$ cat src/sv/mtmf_pkg.sv
package mtmf_pkg;

   localparam int unsigned CHANNELS_DEF  = 64;
   localparam int unsigned HISTORY_DEF   = 8;
   localparam int unsigned KEEP_DEF      = 4;
   localparam int unsigned CH_W          = 6;
   localparam int unsigned SAMPLE_W      = 16;
   localparam logic [SAMPLE_W-1:0] THRESH_RESET = 16'd4;

   // Item passed from the front part to the back part
   typedef struct packed {
      logic [CH_W-1:0]     channel;
      logic [SAMPLE_W-1:0] sample;
   } job_type;

endpackage

$ cat src/sv/mtmf_front.sv
// Input queue: two entry buffer between the request port and the engine
module mtmf_front (
   input  logic             clock,
   input  logic             reset,
   input  logic             push,
   input  mtmf_pkg::job_type push_job,
   output logic             full,
   output logic             job_valid,
   output mtmf_pkg::job_type job,
   input  logic             job_take
);
   import mtmf_pkg::*;

   job_type    slot_ff [2];
   logic       wr_ptr_ff, wr_ptr_in, rd_ptr_ff, rd_ptr_in;
   logic [1:0] count_ff, count_in;
   logic       do_push, do_pop;

   assign full      = (count_ff == 2'd2);
   assign job_valid = (count_ff != 2'd0);
   assign job       = slot_ff[rd_ptr_ff];
   assign do_push   = push && !full;
   assign do_pop    = job_take && job_valid;

   // Pointer and count update
   always_comb begin
      wr_ptr_in = wr_ptr_ff ^ do_push;
      rd_ptr_in = rd_ptr_ff ^ do_pop;
      count_in  = count_ff + {1'b0, do_push} - {1'b0, do_pop};
   end

   always_ff @(posedge clock) begin
      if (reset) begin
         wr_ptr_ff <= 1'b0;
         rd_ptr_ff <= 1'b0;
         count_ff  <= 2'd0;
      end else begin
         wr_ptr_ff <= wr_ptr_in;
         rd_ptr_ff <= rd_ptr_in;
         count_ff  <= count_in;
      end
   end

   // Payload store
   always_ff @(posedge clock) begin
      if (do_push) begin
         slot_ff[wr_ptr_ff] <= push_job;
      end
   end

endmodule

$ cat config.mk
export PLATFORM = sky130hd
export DESIGN_NAME = mtmf_front
export DESIGN_NICKNAME = d
export VERILOG_FILES = /design/src/sv/mtmf_pkg.sv /design/src/sv/mtmf_front.sv
export SDC_FILE = /design/constraint.sdc
export NUM_CORES = 1
export LEC_CHECK = 0
export ABC_AREA = 0
export BUFFER_PORTS_ARGS = -buffer_cell sky130_fd_sc_hd__buf_2
export CELL_PAD_IN_SITES_DETAIL_PLACEMENT = 0
export CELL_PAD_IN_SITES_GLOBAL_PLACEMENT = 1
export CORE_ASPECT_RATIO = 0.5
export CORE_MARGIN = 5
export CORE_UTILIZATION = 39
export CTS_CLUSTER_SIZE = 20
export DETAILED_ROUTE_END_ITERATION = 16
export PLACE_DENSITY_LB_ADDON = 0.1
export SYNTH_ARGS = -nofsm -noshare
export SYNTH_HDL_FRONTEND = slang
export SYNTH_SLANG_ARGS = --single-unit
$ cat constraint.sdc
create_clock -name clock -period 1.8 [get_ports clock]
set_clock_uncertainty 0.05 [all_clocks]
set_input_delay 0.36 -clock clock [delete_from_list [all_inputs] [get_ports clock]]
set_output_delay 0.36 -clock clock [all_outputs]
set_load 0.03 [all_outputs]
* After elaboration in Yosys (flattened, before gate mapping) *
Memory sizes are Yosys's and may differ from the RTL's. A register that Yosys moved wholly into a read port is not among the register bits.
Cells that the tools add are included.

operators by class
  reduce and logical (&&, ||, !) cells = 4
  muxes and demuxes = 3
  bitwise operators = 2
  equal/unequal tests = 1
  add/sub/neg operators = 2

operators by type and width
  operator            count
  $mux 1              3
  $add 2x1->2         1
  $eq 2x2->1 const B  1
  $logic_and 1x1->1   2
  $reduce_bool 2->1   1
  $sub 2x1->2         1
  $xor 1x1->1         2
  $logic_not 1->1     1

storage, ports and cells
  memories kept = 1
  register bits after elaboration = 4
  RAM bits = 44
  word-level logic and storage cells = 16
  input port bits = 26

memories
  memory   words  width  rd ports  clocked after memory_dff  wr ports  line              source
  slot_ff  2      22     1         1                         1         mtmf_front.sv:14  job_type slot_ff [2];

* Longest topological paths before layout *
  depth after elaboration = 5
  gate-level depth with buffers = 7
  mapped depth without buffers = 7

* Least setup slack after synthesis *
OpenSTA, ideal clock, no wires.

  kind = register -> register
  from = reg count_ff[0]
  to = mem slot_ff[1][0] (netlist bit), enable pin
  period minus slack after synthesis = 1.655 ns
  path slack = 0.145 ns
  buffers on the path = 0
  stages on the path, launching flop included = 4
  data required time = 1.369 ns
  arrival = 1.225 ns
  cell sequence = dfxtp_1 -> nand2b_1 -> and2_1 -> ha_1

between the ends
  cells in the longest elaborated chain, start to end = 5

ends and longest elaborated chain
  what                          line              source
  from (decl)                   mtmf_front.sv:16  logic [1:0] count_ff, count_in;
  from (signal assigned)        mtmf_front.sv:40  count_ff <= count_in;
  $eq 2x2->1                    mtmf_front.sv:19  assign full = (count_ff == 2'd2);
  $logic_not 1->1               mtmf_front.sv:22  assign do_push = push && !full;
  $logic_and 1x1->1             mtmf_front.sv:22
  $mux 1                        mtmf_front.sv:46  if (do_push) begin
  $mux 1 (not written as such)  mtmf_front.sv:47  slot_ff[wr_ptr_ff] <= push_job;
  to (decl)                     mtmf_front.sv:14

No other way between the ends.

==> results_dict.tcl <==
set metrics [dict create \
    antenna_left 0 \
    io_buffers 49 \
    cts_tree "yes" \
    powerDensity_nw_per_um2 1420 \
    antennaDiodeCount 0 \
    worst_pin_slew_ps 227 \
    htreeDepth 2 \
    fin_cells 222 \
    synth.area.top_cells "edfxtp_1 (69%), mux2_4 (16%), dfxtp_1 (4.2%)" \
    crit_arrival_ps 1340 \
    critPathCaptureType "output port" \
    clockRootBuffer "clkbuf_8" \
    netlist.area_leader.share_pct 68.9 \
    final_common_cell "edfxtp_1" \
    power_frac_comb_pct 36.9 \
    grt_overflow 0 \
    slew_viol_final 0 \
    hold_path_class "in2reg" \
    relSlewSlack_pct 84.9 \
    slowest_stage "dfxtp_4" \
    start_kind "flop" \
    clock_latency_ps 290 \
    cts.path.max_buffers 2 \
    crit_type "reg2out" \
    first_pass_iters 4 \
    ios 50 \
    peakVddDrop_uv 636 \
    synth.avg_cell_area_sq_um 20.8 \
    cts_sinks 48 \
    leakage_nw 0.997 \
    vias_per_cell 4.32 \
    setup_viol_count_final 0 \
    crit_fanout 4 \
    status "completed" \
    finalInstanceArea_sq_um 2450 \
    die_x_um 109 \
    drv_cap 0 \
    path_clk_slew_ps 80 \
    dp.final_hpwl_mm 2.11 \
    timing.final.hold_violations 0 \
    dp_cells 214 \
    p_int_w 0.00243 \
    yosysTopAreaCell "edfxtp_1" \
    grt_max_degree 17 \
    core_area_sq_um 4840 \
    final_nets 183 \
    postLayoutCoreUtil_pct 50.6 \
    drive_gt1_share_pct 58.6 \
    grt_antenna_before_repair 0 \
    path_cells "clkbuf_16, mux2_4, buf_2" \
    dieHeight_um 59.6 \
    start_util_pct 39.6 \
    grt_pass1_vias 1009 \
    min_period_ps 1750 \
    die_area_sq_um 6510 \
    syn_to_final_growth_pct 27.9 \
    rows 18 \
    worst-path-buf-inv 2 \
    synth_nets 122 \
    grt_pass1_wl_mm 4.66 \
    wl_per_cell_um 13.8 \
    clkPwrFrac_pct 20.4 \
    cp_top_family "flip-flops" \
    cts-buffers-inserted 5 \
    fin_crit_sh_pct 97.5 \
    netlist_area_sq_um 1920 \
    netlist_instances 92 \
    drt_iter0_drc 19 \
    ys_warn_count 0 \
    final_cell_mix "edfxtp_1 (44), buf_2 (38), mux2_4 (20)" \
    ys_types 17 \
    slowest_delay_ps 420 \
    drc 0 \
    reg2reg_slack_ps 330 \
    max_freq_mhz 570 \
    ys_seq_area_share_pct 73.1 \
    gp_congestion 0.634 \
    wl_mm 3.06 \
    track_usage_pct 9.91 \
    crit_required_ps 1390 \
    switching_share_pct 30.4 \
    place_area_sq_um 2270 \
    ys_ff_latch 48 \
    rsz0062_at_grt "yes" \
    switchingPower_w 0.00106 \
    seqPwrFrac_pct 42.7 \
    cts_hold_buf 0 \
    num_vias 958 \
]
-- final timing paths --
kind | startpoint | end | depth (start not counted)
min | push_job[3] | slot_ff[0][3] | 1
max reg2reg | count_ff[0] | slot_ff[0][11] | 4
max | rd_ptr_ff | job[9] | 3
min reg2reg | wr_ptr_ff | wr_ptr_ff | 3
-- logic make-up after synthesis --
group	synth area share, %
AO/OA/AOI/OAI	0.392
XOR/XNOR	1.17
adder cells (fa/ha/maj)	2.61
buffers and inverters	2.80
flip-flops	73.1
multiplexers	17.4
AND/OR/NAND/NOR	2.54
-- final cells by class --
cell class                      instances  area, sq um
Clock buffer                            5         68.8
Clock inverter                          1         30.0
Fill cell                             437         2390
Inverter                                3         11.3
Multi-Input combinational cell         38          463
Sequential cell                        48         1410
Tap cell                               70         87.6
Timing Repair Buffer                   57          387
-- registers in the layout (all words and copies together), names as in the netlist --
| register | flops |
|---|---|
| wr_ptr_ff | 1 |
| count_ff | 2 |
| rd_ptr_ff | 1 |
| slot_ff | 44 |
-- metrics by stage --
step | power (W) | hold WS (ps) | worst slack (ps) | setup TNS [ps]
2_1_floorplan | 0.00242 | 377 | 145 | 0
3_3_place_gp | 0.00268 | 493 | 288 | 0
3_5_place_dp | 0.00270 | 502 | 293 | 0
4_1_cts | 0.00350 | 191 | 7.67 | 0
5_1_grt | 0.00367 | 187 | -12.5 | -15.4
6_report | 0.00349 | 203 | 45.7 | 0
-- worst reg2reg max path, cell delays in order, from the launching register on --
cell and delay, ps:
dfxtp_1 360, nand2b_1 150, and2_1 180, ha_1 180
buf_4 250
-- metal layers --
layer	global-route usage [%]	wire length, um	vias to the layer above
li1	-	-	466
met1	11.1	1270	458
met2	17.5	1540	29
met3	4.03	224	5
met4	3.20	35	0
met5	0	0	-
-- power groups by stage --
stage | clock, W | combinational, W | sequential [W]
5_1_grt | 0.000783 | 0.00138 | 0.00151
3_5_place_dp | 0 | 0.00120 | 0.00150
4_1_cts | 0.000739 | 0.00127 | 0.00149
2_1_floorplan | 0 | 0.000933 | 0.00148
6_report | 0.000713 | 0.00129 | 0.00149
3_3_place_gp | 0 | 0.00119 | 0.00149
-- cell usage after synthesis --
library cell	n
edfxtp_1	44
nand2b_1	1
dfxtp_1	4
or2_2	1
and2_1	1
inv_1	3
xnor3_1	1
nand2_1	1
nor2_2	1
o21a_1	1
ha_1	4
mux2_2	3
buf_12	1
nor2_1	2
buf_6	2
mux2_4	20
nor2b_1	2
-- repair_timing --
item                                   4_1_cts  5_1_grt
resized for setup                           12        5
pin swaps                                    0        0
setup buffers                                0        0
setup endpoints to repair                    3        7
cloned                                       1        1
endpoints found under the hold margin        0        0
No activity file was read; power rests on OpenSTA's default activity.
